==> src/dftd_pkg.sv <==
// ----------------------------------------------------------------------------
// dftd_pkg
// Shared widths, codes and controller/datapath interface types for the
// differential frequency touch detector.
// ----------------------------------------------------------------------------
package dftd_pkg;

	// low bits of each period word that are used
	localparam int PERIOD_WIDTH = 32;
	localparam int IN_FIELD_W   = 32;
	localparam int IN_DATA_W    = 2 * IN_FIELD_W;

	localparam int CLK_W   = 27;
	localparam int THR_W   = 27;
	localparam int CNT_W   = 16;
	localparam int ALPHA_W = 7;
	localparam int FREQ_W  = 27;
	localparam int DIFF_W  = 28;
	localparam int DELTA_W = 29;
	localparam int OUTC_W  = 3;

	// dividend is timer clock plus half the period
	localparam int NUM_W     = ((PERIOD_WIDTH - 1 > CLK_W) ? PERIOD_WIDTH - 1 : CLK_W) + 1;
	localparam int DIV_CNT_W = $clog2(NUM_W);

	// weighted baseline sum and its divide by 100
	localparam int ACC_W   = 36;
	localparam int Y_W     = 32;
	localparam int RCP_W   = 31;
	localparam int RPROD_W = Y_W + RCP_W;
	// x/100 = (x>>2)/25, and ceil(2^37/25) = 2^32 + RECIP_LO
	localparam logic [RCP_W-1:0] RECIP_LO = 31'd1202590843;
	localparam int RECIP_SHIFT = 5;
	localparam logic [ALPHA_W-1:0] PCT_FULL = 7'd100;

	localparam int OUT_PACK_W = 2 * FREQ_W + 2 * DIFF_W + DELTA_W;
	localparam int OUT_DATA_W = ((OUT_PACK_W + 7) / 8) * 8;
	localparam int OUT_USER_W = 1 + OUTC_W;

	localparam int CFG_IDX_W  = 4;
	localparam int CFG_DATA_W = 27;

	localparam logic [CFG_IDX_W-1:0] REG_TIMER_CLOCK = 4'd0;
	localparam logic [CFG_IDX_W-1:0] REG_THRESHOLD   = 4'd1;
	localparam logic [CFG_IDX_W-1:0] REG_CONFIRM     = 4'd2;
	localparam logic [CFG_IDX_W-1:0] REG_ALPHA       = 4'd3;

	localparam logic [CLK_W-1:0]   RST_TIMER_CLOCK = 27'd64000000;
	localparam logic [THR_W-1:0]   RST_THRESHOLD   = 27'd100;
	localparam logic [CNT_W-1:0]   RST_CONFIRM     = 16'd3;
	localparam logic [ALPHA_W-1:0] RST_ALPHA       = 7'd90;

	localparam logic [OUTC_W-1:0] OUTC_REJECTED  = 3'd0;
	localparam logic [OUTC_W-1:0] OUTC_CAPTURED  = 3'd1;
	localparam logic [OUTC_W-1:0] OUTC_ADAPTED   = 3'd2;
	localparam logic [OUTC_W-1:0] OUTC_PENDING   = 3'd3;
	localparam logic [OUTC_W-1:0] OUTC_CONFIRMED = 3'd4;
	localparam logic [OUTC_W-1:0] OUTC_BASE_SET  = 3'd5;

	typedef struct packed {
		logic load_in;
		logic set_base;
		logic reject;
		logic div_start;
		logic div_sel;
		logic store_f1;
		logic store_f2;
		logic eval;
		logic sum;
		logic recip;
		logic fin;
		logic load_out;
	} dftd_cmd_t;

	typedef struct packed {
		logic cmd_bit;
		logic period_zero;
		logic div_done;
		logic base_zero;
		logic over;
	} dftd_stat_t;

endpackage

==> src/dftd_div.sv <==
// ----------------------------------------------------------------------------
// dftd_div
// Restoring divider, one quotient bit per cycle, shared by both periods.
// ----------------------------------------------------------------------------
module dftd_div (
	input  logic                        clk,
	input  logic                        arst_n,
	input  logic                        start,
	input  logic [dftd_pkg::NUM_W-1:0]  dividend,
	input  logic [dftd_pkg::PERIOD_WIDTH-1:0] divisor,
	output logic                        done,
	output logic [dftd_pkg::NUM_W-1:0]  quotient
);
	import dftd_pkg::*;

	localparam logic [DIV_CNT_W-1:0] LAST = DIV_CNT_W'(NUM_W - 1);

	logic                    run_q;
	logic                    done_q;
	logic [DIV_CNT_W-1:0]    cnt_q;
	logic [PERIOD_WIDTH-1:0] rem_q;
	logic [PERIOD_WIDTH-1:0] dvs_q;
	logic [NUM_W-1:0]        quo_q;

	logic [PERIOD_WIDTH:0] shifted;
	logic [PERIOD_WIDTH:0] trial;
	logic                  ge;

	always_comb begin
		shifted = {rem_q, quo_q[NUM_W-1]};
		trial   = shifted - {1'b0, dvs_q};
		ge      = shifted >= {1'b0, dvs_q};
	end

	always_ff @(posedge clk or negedge arst_n) begin
		if (!arst_n) begin
			run_q  <= 1'b0;
			done_q <= 1'b0;
			cnt_q  <= '0;
		end else begin
			done_q <= run_q && (cnt_q == LAST);
			if (start) begin
				run_q <= 1'b1;
				cnt_q <= '0;
			end else if (run_q) begin
				cnt_q <= cnt_q + 1'b1;
				if (cnt_q == LAST) begin
					run_q <= 1'b0;
				end
			end
		end
	end

	always_ff @(posedge clk) begin
		if (start) begin
			rem_q <= '0;
			quo_q <= dividend;
			dvs_q <= divisor;
		end else if (run_q) begin
			rem_q <= ge ? trial[PERIOD_WIDTH-1:0] : shifted[PERIOD_WIDTH-1:0];
			quo_q <= {quo_q[NUM_W-2:0], ge};
		end
	end

	assign done     = done_q;
	assign quotient = quo_q;

endmodule

==> src/dftd_datapath.sv <==
// ----------------------------------------------------------------------------
// dftd_datapath
// Configuration registers, frequency and baseline state, threshold test,
// baseline averaging and the output word register.
// ----------------------------------------------------------------------------
module dftd_datapath (
	input  logic                             clk,
	input  logic                             arst_n,
	input  logic                             cfg_valid,
	input  logic [dftd_pkg::CFG_IDX_W-1:0]   cfg_index,
	input  logic [dftd_pkg::CFG_DATA_W-1:0]  cfg_data,
	input  logic [dftd_pkg::IN_DATA_W-1:0]   s_tdata,
	input  logic                             s_tuser,
	input  dftd_pkg::dftd_cmd_t              cmd,
	output dftd_pkg::dftd_stat_t             stat,
	output logic [dftd_pkg::OUT_DATA_W-1:0]  m_tdata,
	output logic [dftd_pkg::OUT_USER_W-1:0]  m_tuser
);
	import dftd_pkg::*;

	// configuration
	logic [CLK_W-1:0]   clk_hz_q;
	logic [THR_W-1:0]   thr_q;
	logic [CNT_W-1:0]   confirm_q;
	logic [ALPHA_W-1:0] alpha_q;

	// current item
	logic                    cmd_bit_q;
	logic [PERIOD_WIDTH-1:0] p1_q;
	logic [PERIOD_WIDTH-1:0] p2_q;

	// detector state
	logic [FREQ_W-1:0]        f1_q;
	logic [FREQ_W-1:0]        f2_q;
	logic signed [DIFF_W-1:0] diff_q;
	logic signed [DIFF_W-1:0] base_q;
	logic [CNT_W-1:0]         cnt_q;
	logic [OUTC_W-1:0]        outcome_q;
	logic                     touch_q;

	// averaging pipeline
	logic signed [ACC_W-1:0] prod_a_s1;
	logic signed [ACC_W-1:0] prod_b_s1;
	logic                    neg_s2;
	logic [Y_W-1:0]          y_s2;
	logic                    neg_s3;
	logic [Y_W-1:0]          y_s3;
	logic [RPROD_W-1:0]      prod_r_s3;

	logic [OUT_DATA_W-1:0] tdata_q;
	logic [OUT_USER_W-1:0] tuser_q;

	logic [PERIOD_WIDTH-1:0] period_sel;
	logic [NUM_W-1:0]        dividend;
	logic                    div_done;
	logic [NUM_W-1:0]        quotient;
	logic [FREQ_W-1:0]       freq_new;

	logic [ALPHA_W-1:0]       alpha_eff;
	logic [ALPHA_W-1:0]       beta;
	logic [DELTA_W-1:0]       delta;
	logic [DELTA_W-1:0]       delta_mag;
	logic                     over;
	logic [CNT_W-1:0]         cnt_inc;
	logic                     confirmed;
	logic signed [ACC_W-1:0]  acc;
	logic [ACC_W-1:0]         acc_mag;
	logic [Y_W:0]             hi_sum;
	logic [DIFF_W-1:0]        q_avg;

	always_comb begin
		period_sel = cmd.div_sel ? p2_q : p1_q;
		dividend   = NUM_W'(clk_hz_q) + NUM_W'(period_sel >> 1);
		freq_new   = quotient[FREQ_W-1:0];

		alpha_eff = (alpha_q > PCT_FULL) ? PCT_FULL : alpha_q;
		beta      = PCT_FULL - alpha_eff;

		delta     = {diff_q[DIFF_W-1], diff_q} - {base_q[DIFF_W-1], base_q};
		delta_mag = delta[DELTA_W-1] ? -delta : delta;
		over      = delta_mag > DELTA_W'(thr_q);
		cnt_inc   = (cnt_q == '1) ? cnt_q : cnt_q + 1'b1;
		confirmed = cnt_inc >= confirm_q;

		acc     = prod_a_s1 + prod_b_s1;
		acc_mag = acc[ACC_W-1] ? -acc : acc;

		// floor(y * (2^32 + RECIP_LO) / 2^37), low product bits never carry
		hi_sum = {1'b0, y_s3} + (Y_W+1)'(prod_r_s3[RPROD_W-1:Y_W]);
		q_avg  = hi_sum[RECIP_SHIFT +: DIFF_W];
	end

	dftd_div u_div (
		.clk      (clk),
		.arst_n   (arst_n),
		.start    (cmd.div_start),
		.dividend (dividend),
		.divisor  (period_sel),
		.done     (div_done),
		.quotient (quotient)
	);

	always_ff @(posedge clk or negedge arst_n) begin
		if (!arst_n) begin
			clk_hz_q  <= RST_TIMER_CLOCK;
			thr_q     <= RST_THRESHOLD;
			confirm_q <= RST_CONFIRM;
			alpha_q   <= RST_ALPHA;
		end else if (cfg_valid) begin
			case (cfg_index)
				REG_TIMER_CLOCK: clk_hz_q  <= cfg_data[CLK_W-1:0];
				REG_THRESHOLD:   thr_q     <= cfg_data[THR_W-1:0];
				REG_CONFIRM:     confirm_q <= cfg_data[CNT_W-1:0];
				REG_ALPHA:       alpha_q   <= cfg_data[ALPHA_W-1:0];
				default: begin
				end
			endcase
		end
	end

	always_ff @(posedge clk or negedge arst_n) begin
		if (!arst_n) begin
			f1_q      <= '0;
			f2_q      <= '0;
			diff_q    <= '0;
			base_q    <= '0;
			cnt_q     <= '0;
			outcome_q <= OUTC_REJECTED;
			touch_q   <= 1'b0;
		end else begin
			if (cmd.set_base) begin
				base_q    <= diff_q;
				cnt_q     <= '0;
				outcome_q <= OUTC_BASE_SET;
				touch_q   <= 1'b0;
			end else if (cmd.reject) begin
				outcome_q <= OUTC_REJECTED;
				touch_q   <= 1'b0;
			end else if (cmd.store_f1) begin
				f1_q <= freq_new;
			end else if (cmd.store_f2) begin
				f2_q   <= freq_new;
				diff_q <= {1'b0, freq_new} - {1'b0, f1_q};
			end else if (cmd.eval) begin
				if (base_q == '0) begin
					base_q    <= diff_q;
					outcome_q <= OUTC_CAPTURED;
					touch_q   <= 1'b0;
				end else if (over) begin
					cnt_q     <= cnt_inc;
					outcome_q <= confirmed ? OUTC_CONFIRMED : OUTC_PENDING;
					touch_q   <= confirmed;
				end else begin
					cnt_q     <= '0;
					outcome_q <= OUTC_ADAPTED;
					touch_q   <= 1'b0;
				end
			end else if (cmd.fin) begin
				base_q <= neg_s3 ? -q_avg : q_avg;
			end
		end
	end

	always_ff @(posedge clk) begin
		if (cmd.load_in) begin
			cmd_bit_q <= s_tuser;
			p1_q      <= s_tdata[PERIOD_WIDTH-1:0];
			p2_q      <= s_tdata[IN_FIELD_W +: PERIOD_WIDTH];
		end
		if (cmd.eval) begin
			prod_a_s1 <= base_q * $signed({1'b0, alpha_eff});
			prod_b_s1 <= diff_q * $signed({1'b0, beta});
		end
		if (cmd.sum) begin
			neg_s2 <= acc[ACC_W-1];
			y_s2   <= acc_mag[2 +: Y_W];
		end
		if (cmd.recip) begin
			neg_s3    <= neg_s2;
			y_s3      <= y_s2;
			prod_r_s3 <= y_s2 * RECIP_LO;
		end
		if (cmd.load_out) begin
			tdata_q <= OUT_DATA_W'({delta, base_q, diff_q, f2_q, f1_q});
			tuser_q <= {outcome_q, touch_q};
		end
	end

	always_comb begin
		stat.cmd_bit     = cmd_bit_q;
		stat.period_zero = (p1_q == '0) || (p2_q == '0);
		stat.div_done    = div_done;
		stat.base_zero   = base_q == '0;
		stat.over        = over;
	end

	assign m_tdata = tdata_q;
	assign m_tuser = tuser_q;

endmodule

==> src/dftd_ctrl.sv <==
// ----------------------------------------------------------------------------
// dftd_ctrl
// Sequencer: input acceptance, two divisions, evaluation, baseline
// averaging and the output handshake.
// ----------------------------------------------------------------------------
module dftd_ctrl (
	input  logic                 clk,
	input  logic                 arst_n,
	input  logic                 s_tvalid,
	output logic                 s_tready,
	output logic                 m_tvalid,
	input  logic                 m_tready,
	input  dftd_pkg::dftd_stat_t stat,
	output dftd_pkg::dftd_cmd_t  cmd
);
	import dftd_pkg::*;

	localparam logic [3:0] ST_IDLE   = 4'd0;
	localparam logic [3:0] ST_DECIDE = 4'd1;
	localparam logic [3:0] ST_DIV1   = 4'd2;
	localparam logic [3:0] ST_DIV2   = 4'd3;
	localparam logic [3:0] ST_EVAL   = 4'd4;
	localparam logic [3:0] ST_SUM    = 4'd5;
	localparam logic [3:0] ST_RECIP  = 4'd6;
	localparam logic [3:0] ST_FIN    = 4'd7;
	localparam logic [3:0] ST_OUT    = 4'd8;

	logic [3:0] state_q;
	logic [3:0] state_nxt;
	logic       m_tvalid_q;

	always_comb begin
		cmd       = '0;
		state_nxt = state_q;
		case (state_q)
			ST_IDLE: begin
				if (s_tvalid) begin
					cmd.load_in = 1'b1;
					state_nxt   = ST_DECIDE;
				end
			end
			ST_DECIDE: begin
				if (stat.cmd_bit) begin
					cmd.set_base = 1'b1;
					state_nxt    = ST_OUT;
				end else if (stat.period_zero) begin
					cmd.reject = 1'b1;
					state_nxt  = ST_OUT;
				end else begin
					cmd.div_start = 1'b1;
					state_nxt     = ST_DIV1;
				end
			end
			ST_DIV1: begin
				if (stat.div_done) begin
					cmd.store_f1  = 1'b1;
					cmd.div_start = 1'b1;
					cmd.div_sel   = 1'b1;
					state_nxt     = ST_DIV2;
				end
			end
			ST_DIV2: begin
				cmd.div_sel = 1'b1;
				if (stat.div_done) begin
					cmd.store_f2 = 1'b1;
					state_nxt    = ST_EVAL;
				end
			end
			ST_EVAL: begin
				cmd.eval  = 1'b1;
				state_nxt = (stat.base_zero || stat.over) ? ST_OUT : ST_SUM;
			end
			ST_SUM: begin
				cmd.sum   = 1'b1;
				state_nxt = ST_RECIP;
			end
			ST_RECIP: begin
				cmd.recip = 1'b1;
				state_nxt = ST_FIN;
			end
			ST_FIN: begin
				cmd.fin   = 1'b1;
				state_nxt = ST_OUT;
			end
			ST_OUT: begin
				// wait for the output register to free up
				if (!m_tvalid_q || m_tready) begin
					cmd.load_out = 1'b1;
					state_nxt    = ST_IDLE;
				end
			end
			default: begin
				state_nxt = ST_IDLE;
			end
		endcase
	end

	always_ff @(posedge clk or negedge arst_n) begin
		if (!arst_n) begin
			state_q    <= ST_IDLE;
			m_tvalid_q <= 1'b0;
		end else begin
			state_q <= state_nxt;
			if (cmd.load_out) begin
				m_tvalid_q <= 1'b1;
			end else if (m_tready) begin
				m_tvalid_q <= 1'b0;
			end
		end
	end

	assign s_tready = state_q == ST_IDLE;
	assign m_tvalid = m_tvalid_q;

endmodule

==> src/differential_frequency_touch_detector.sv <==
// ----------------------------------------------------------------------------
// differential_frequency_touch_detector
// Converts two oscillator periods to frequencies, tracks their difference
// against an adaptive baseline and confirms touches.
// ----------------------------------------------------------------------------
// Usage:
//   s_* carries one word per sample: two periods in timer ticks in tdata,
//   tuser set for a baseline-set command instead of a sample.
//   m_* returns one word per input word: touch and outcome in tuser, both
//   frequencies, difference, baseline and deviation in tdata.
//   cfg_* writes the four settings by index; always ready, write only
//   while no word is in flight.
// Flow: a command or a zero period goes to the output register after the
//   decision; a sample first passes both divisions and evaluation, plus
//   the averaging steps when the baseline is averaged. One word at a time:
//   the next word is accepted once the last result is loaded into the
//   output register. The shared divider produces one quotient bit per cycle.
// Reset clears the sequencer and detector state and loads the default settings; data registers are not reset.
// While the receiver stalls, the result holds in the output register; the
//   next word is still accepted and processed, then waits for that register.
// ----------------------------------------------------------------------------
module differential_frequency_touch_detector (
	input  logic                             clk,
	input  logic                             arst_n,
	input  logic                             cfg_valid,
	output logic                             cfg_ready,
	input  logic [dftd_pkg::CFG_IDX_W-1:0]   cfg_index,
	input  logic [dftd_pkg::CFG_DATA_W-1:0]  cfg_data,
	input  logic                             s_tvalid,
	output logic                             s_tready,
	// period_first, period_second
	input  logic [dftd_pkg::IN_DATA_W-1:0]   s_tdata,
	// command
	input  logic                             s_tuser,
	output logic                             m_tvalid,
	input  logic                             m_tready,
	// freq_first_hz, freq_second_hz, diff_hz, baseline_out_hz, deviation_hz
	output logic [dftd_pkg::OUT_DATA_W-1:0]  m_tdata,
	// touch, outcome
	output logic [dftd_pkg::OUT_USER_W-1:0]  m_tuser
);
	import dftd_pkg::*;

	dftd_cmd_t  cmd;
	dftd_stat_t stat;

	assign cfg_ready = 1'b1;

	dftd_ctrl u_ctrl (
		.clk      (clk),
		.arst_n   (arst_n),
		.s_tvalid (s_tvalid),
		.s_tready (s_tready),
		.m_tvalid (m_tvalid),
		.m_tready (m_tready),
		.stat     (stat),
		.cmd      (cmd)
	);

	dftd_datapath u_dp (
		.clk       (clk),
		.arst_n    (arst_n),
		.cfg_valid (cfg_valid),
		.cfg_index (cfg_index),
		.cfg_data  (cfg_data),
		.s_tdata   (s_tdata),
		.s_tuser   (s_tuser),
		.cmd       (cmd),
		.stat      (stat),
		.m_tdata   (m_tdata),
		.m_tuser   (m_tuser)
	);

endmodule

==> config.mk <==
export PLATFORM = sky130hd
export DESIGN_NAME = differential_frequency_touch_detector
export DESIGN_NICKNAME = d
export VERILOG_FILES = /design/src/dftd_pkg.sv /design/src/dftd_div.sv /design/src/dftd_datapath.sv /design/src/dftd_ctrl.sv /design/src/differential_frequency_touch_detector.sv
export SDC_FILE = /design/constraint.sdc
export NUM_CORES = 2
export LEC_CHECK = 0
export CORE_UTILIZATION = 55
export DETAILED_ROUTE_END_ITERATION = 16
export DONT_BUFFER_PORTS = 1
export PLACE_DENSITY = 0.73
export SETUP_SLACK_MARGIN = 0.15
export SKIP_LAST_GASP = 1
export SLEW_MARGIN = 40
export SYNTH_ARGS = -nofsm -noshare
export SYNTH_HDL_FRONTEND = slang
export SYNTH_SLANG_ARGS = --single-unit
==> constraint.sdc <==
create_clock -name clk -period 11 [get_ports clk]
set_input_delay 1.1 -clock clk [delete_from_list [all_inputs] [get_ports clk]]
set_output_delay 1.1 -clock clk [all_outputs]
set_load 0.005 [all_outputs]
Yosys cells after proc, flatten, opt, wreduce, memory -nomap -nowiden
Cells that the tools add are included.
{"block": "totals", "ram_bits": 0, "inputBits": 101, "latchBits": 0, "word_cells": 174, "mem_count": 0, "mem_bits_ro": 0, "register_bits": 724}
{"block": "op_classes", "div_mod_pow": 0, "order_cmp": 4, "n_reduce_logical": 25, "n_bitwise": 3, "n_mul": 3, "n_addsub": 12, "n_mux": 72, "shifts": 0, "eq_ne": 24}
{"cell": "$mux 28", "n": 8}
{"cell": "$mux 16", "n": 8}
{"cell": "$mux 32", "n": 4}
{"cell": "$mul 28x8->36", "n": 2}
{"cell": "$logic_not 32->1", "n": 2}
{"cell": "$mul 32x31->63 const B", "n": 1}
{"cell": "$add 36x36->36", "n": 1}
{"cell": "$pmux 4 s9", "n": 1}
{"cell": "$mux 34", "n": 1}
{"cell": "$neg 34->34", "n": 1}
{"cell": "$add 32x31->33", "n": 1}
{"cell": "$ge 33x32->1", "n": 1}
{"cell": "$add 27x31->32", "n": 1}
{"cell": "$sub 32x32->32", "n": 1}
{"cell": "$gt 29x27->1", "n": 1}
{"cell": "$mux 29", "n": 1}
{"cell": "$neg 29->29", "n": 1}
{"cell": "$sub 28x28->29", "n": 1}
{"cell": "$logic_not 28->1", "n": 1}
{"cell": "$mux 4", "n": 7}
{"cell": "$neg 28->28", "n": 1}
{"cell": "$sub 27x27->28", "n": 1}
{"cell": "$mux 3", "n": 9}
{"cell": "$mux 1", "n": 26}
{"cell": "29 further kinds", "n": 61}

Logic depth before layout (Yosys ltp)
{"block": "depth", "word_depth": 11, "depth_mapped": 35}

By module
Synthesis repeated with hierarchy kept, for this count alone.
{"block": "unflattened", "hier_cells": 6448, "area_unflattened_um2": 67161.9}
{"module": "dftd_datapath", "area_per_inst_um2": 60679.4, "seq_area_each_um2": 16520.8, "n_inst": 1, "cells_each": 5782}
{"module": "dftd_div", "area_per_inst_um2": 6037.0, "seq_area_each_um2": 2737.6, "n_inst": 1, "cells_each": 607}
{"module": "dftd_ctrl", "area_per_inst_um2": 434.2, "seq_area_each_um2": 125.1, "n_inst": 1, "cells_each": 57}
{"module": "differential_frequency_touch_detector", "area_per_inst_um2": 11.3, "seq_area_each_um2": 0.0, "n_inst": 1, "cells_each": 2}

Worst setup path after synthesis
No wires, ideal clock.
{"block": "synth_timing", "kind": "input port to flip-flop", "from": "input m_tready", "to": "register u_dp.tdata_q[0] (netlist: u_dp.m_tdata[0]), enable pin", "t_arrival_ps": 8030, "path_stages": 2, "slack_ps": 2277, "cell_sequence": "inv_1 > a21oi_1"}
{"element": "start, declared", "line": "differential_frequency_touch_detector.sv:36", "rtl": "input logic m_tready,"}
{"element": "end signal, assigned", "line": "dftd_datapath.sv:184", "rtl": "tdata_q <= OUT_DATA_W'({delta, base_q, diff_q, f2_q, f1_q});"}
{"element": "end, declared", "line": "dftd_datapath.sv:50", "rtl": "logic [OUT_DATA_W-1:0] tdata_q;"}

Worst setup path in the final report
{"block": "layout_timing", "from": "register u_dp.y_s2[22]", "to": "register u_dp.prod_r_s3[58], data pin"}
{"block": "layout_between", "elab_chain_len": 1}
{"element": "start, declared", "line": "dftd_datapath.sv:45", "rtl": "logic [Y_W-1:0] y_s2;"}
{"element": "start signal, assigned", "line": "dftd_datapath.sv:176", "rtl": "y_s2 <= acc_mag[2 +: Y_W];"}
{"element": "$mul 32x31->63", "line": "dftd_datapath.sv:181", "rtl": "prod_r_s3 <= y_s2 * RECIP_LO;"}
{"element": "end signal, assigned", "line": "dftd_datapath.sv:181"}
{"element": "end, declared", "line": "dftd_datapath.sv:48", "rtl": "logic [RPROD_W-1:0] prod_r_s3;"}
Every way passes these cells.
A chain may end at the register's enable or synchronous reset.

==> summary.md <==
| Metric | Value |
|---|---|
| FF-to-FF path depth | 27 |
| Vias in the first global route | 49482 |
| Final #Nets | 8129 |
| Setup TNS | 0 ns |
| Worst hold path type | in -> async |
| Synth Area in Compound Gates | 10.5% |
| Area growth syn-to-layout | 7.08% |
| Post-DR vias/cell | 5.79 |
| R2R Path Start | u_dp.y_s2[22] |
| Post-Syn Area per Cell | 10.3 um2 |
| #FFs+latches synth | 692 |
| Root buf cell | clkbuf_16 |
| Critical path arrival | 9.17 ns |
| Max reg flops | 139 |
| Final RePlAce weighted congestion | 0.983 |
| CP Data Required Time | 11.43 ns |
| Worst slew pin tran | 0.971 ns |
| Main synth FF type | edfxtp_1 |
| Share of cells above drive strength 1 | 6.62% |
| CTS tree | done |
| Synth Area in Simple Gates | 11.5% |
| PostCTS Resize Cnt | 0 |
| Reg2Reg Setup Slack | 2.26 ns |
| Initial drt markers | 3528 |
| Mapped Area | 67600 um2 |
| Clock-pin transition on the worst setup and hold timing paths | 0.06 ns |
| Mux cell area share after synthesis | 2.74% |
| Initial Util | 55.4% |
| Relative slew slack | 34.9% |
| Minimum clock period | 8.74 ns |
| Status | complete, no violations |
| Crit end category | flip-flop |
| Unrepaired setup endpoints after global routing | no |
| Site Rows | 128 |
| Worst-Skew Late Latency | 0.71 ns |
| DRT Wirelength | 190000 um |
| Final setup viols | 0 |
| DIE HEIGHT | 353 um |
| Critical Path Start Type | flip-flop |
| Fmax | 114 MHz |
| H-Tree Level Count | 3 |
| Clock sinks | 692 |
| Initial antenna violation count | 8 |
| First-pass GRT wire length | 291000 um |
| IO Port Bufs | 0 |
| Final core occ | 59.4% |
| Xor and xnor area share after synthesis | 4.02% |
| Wire per inst | 23.0 um |
| Hold Buf Count CTS | 0 |
| Via count | 47727 |
| Final cycle utilization of the critical path | 79.4% |
| Post-CTS setup buffers | 0 |
| Register area share after synthesis | 28.7% |
| Multi-input gate area | 43400 um2 |
| DP HPWL | 152000 um |
| Max cap viols | 0 |
| Routed Antenna Nets | 0 |
| Clock Skew | 0.0561 ns |
| Final Hold Viols | 0 |
| Synth Instances | 6569 |
| Clk buf depth | 3 |
| DIE AREA | 124000 um2 |
| CP max FO | 8 |
| Largest net degree at the start of global routing | 220 |
| Async SR Flop Fraction | 31.6% |
| Top-Level Pins | 252 |
| # DRC | 0 |
| Number of synthesized flops with an enable pin | 441 |
| Fillers | 10160 |
| Core Region | 122000 um2 |
| Die Span X | 353 um |
| Synth warn | 0 |
| Largest family of logic cells by synthesized area | adder cells |
| Synth cell types | 108 |
| Max Slew Vio Count | 0 |
| Post-Synth Adder-Cell Area | 35.3% |
| Crit path kind | reg -> reg |
| Worst r2r dst | u_dp.prod_r_s3[58] |
| Register area | 19400 um2 |
| Detailed Routing Iterations Pass 1 | 8 |
| Total gr overflow | 0 |
| Total GRT Usage | 30.8% |
| CTS Buf Count | 79 |
worst max-delay path, cell delays in order, from the launching register on:
cell	delay, ns
edfxtp_1	0.72
inv_1	0.24
fa_1	0.58
inv_1	0.04
ha_1	0.21
fa_1	0.54
inv_1	0.05
fa_1	0.48
inv_1	0.05
fa_1	0.50
fa_1	0.46
fa_1	0.52
inv_1	0.05
fa_1	0.47
inv_1	0.04
ha_1	0.29
and3_1	0.20
and4_1	0.23
nand2_1	0.13
nor4_2	0.66
o21bai_1	0.23
a21oi_1	0.29
nor2_1	0.16
o31ai_1	0.52
a31oi_1	0.28
o221ai_1	0.30
a21oi_1	0.13
xnor2_1	0.13
cell families after synthesis:
family	after synthesis
and+or+nand+nor	1524
muxes	167
adders and majority gates	1477
buffers and inverters	1297
DFF	692
xor gates and xnor gates	310
other	2
AOI/OAI and AO/OA	1100
per-stage QoR:
step                      setup WS, ns  cells  instance area, um2  hold WS, ns
after CTS                         2.23   8239               72300       0.0761
after floorplan                   2.28   6573               67600        0.400
final                             2.26   8246               72400        0.123
after global placement            1.67   8093               69500        0.403
after detailed placement          2.26   8093               69500        0.410
after global routing              1.72   8244               72400       0.0881
worst max-delay path by stage:
stage | from | endpoint | slack (ns) | depth (start not counted)
after CTS | u_dp.y_s2[22] | u_dp.prod_r_s3[58] | 2.23 | 27
final | u_dp.y_s2[22] | u_dp.prod_r_s3[58] | 2.26 | 27
after floorplan | m_tready | u_dp.m_tdata[0] | 2.28 | 2
after global placement | u_dp.y_s2[22] | u_dp.prod_r_s3[58] | 1.67 | 27
after detailed placement | u_dp.y_s2[22] | u_dp.prod_r_s3[58] | 2.26 | 27
after global routing | u_dp.y_s2[22] | u_dp.prod_r_s3[58] | 1.72 | 27
cell type report:
class / count / share of cell area [%]
flip-flops and latches: 692 / 26.8
multi-input cells: 4584 / 60.0
clock inverters: 50 / 0.903
repair buffers: 64 / 0.700
clock buffers: 96 / 2.92
inverters: 1130 / 5.86
diodes: 5 / 0.0173
well taps: 1625 / 2.81
per-layer routing:
| metal | vias to the layer above | part of all wire (%) | track usage (%) |
|---|---|---|---|
| li1 | 21998 | - | - |
| met1 | 23666 | 39 | 37.4 |
| met2 | 1613 | 48 | 51.6 |
| met3 | 446 | 6.9 | 5.95 |
| met4 | 4 | 6.3 | 17.3 |
| met5 | - | 0.014 | 0 |
layout by cell type, fill, tap and decap left out, types with 54 or more instances in the layout:
cell type and n:
fa_1 718, edfxtp_1 441, a21o_1 129, o21a_1 54
o21ai_0 261, nor2_1 305, inv_1 1125, and2_1 306
dfrtp_1 201, nand2_1 395, xnor2_1 212, ha_1 759
nand3_1 97, buf_4 59, a21oi_1 313, nor3_1 84
xor2_1 98, mux2_2 144, clkbuf_16 79
synth_stat cells, types with 10 or more instances:
| master | instances | area, um2 |
|---|---|---|
| inv_1 | 1126 | 4230 |
| ha_1 | 759 | 9500 |
| fa_1 | 718 | 14400 |
| edfxtp_1 | 441 | 13200 |
| nand2_1 | 395 | 1480 |
| a21oi_1 | 315 | 1580 |
| and2_1 | 308 | 1930 |
| nor2_1 | 307 | 1150 |
| o21ai_0 | 262 | 1310 |
| xnor2_1 | 212 | 1860 |
| dfrtp_1 | 203 | 5080 |
| clkbuf_1 | 145 | 544 |
| mux2_2 | 144 | 1620 |
| a21o_1 | 129 | 968 |
| xor2_1 | 98 | 858 |
| nand3_1 | 97 | 485 |
| nor3_1 | 87 | 435 |
| o21a_1 | 55 | 413 |
| nor2b_1 | 52 | 325 |
| nand4_1 | 42 | 263 |
| and3_1 | 40 | 250 |
| a31oi_1 | 39 | 244 |
| nand2b_1 | 37 | 231 |
| nor4_1 | 36 | 225 |
| a211oi_1 | 35 | 263 |
| o31ai_1 | 34 | 255 |
| dfxtp_1 | 32 | 641 |
| or3_1 | 31 | 194 |
| or2_2 | 24 | 150 |
| mux2i_1 | 23 | 230 |
| o21bai_1 | 23 | 173 |
| o211ai_1 | 18 | 135 |
| dfstp_2 | 16 | 420 |
| a211o_1 | 13 | 114 |
| nor3b_1 | 13 | 97.6 |
| a32o_1 | 12 | 120 |
| a21boi_0 | 10 | 75.1 |
| o221ai_1 | 10 | 87.6 |
| or4_1 | 10 | 75.1 |
Power is not shown: default switching activity piles up to over one toggle a cycle in this logic, so the estimate is an artifact.
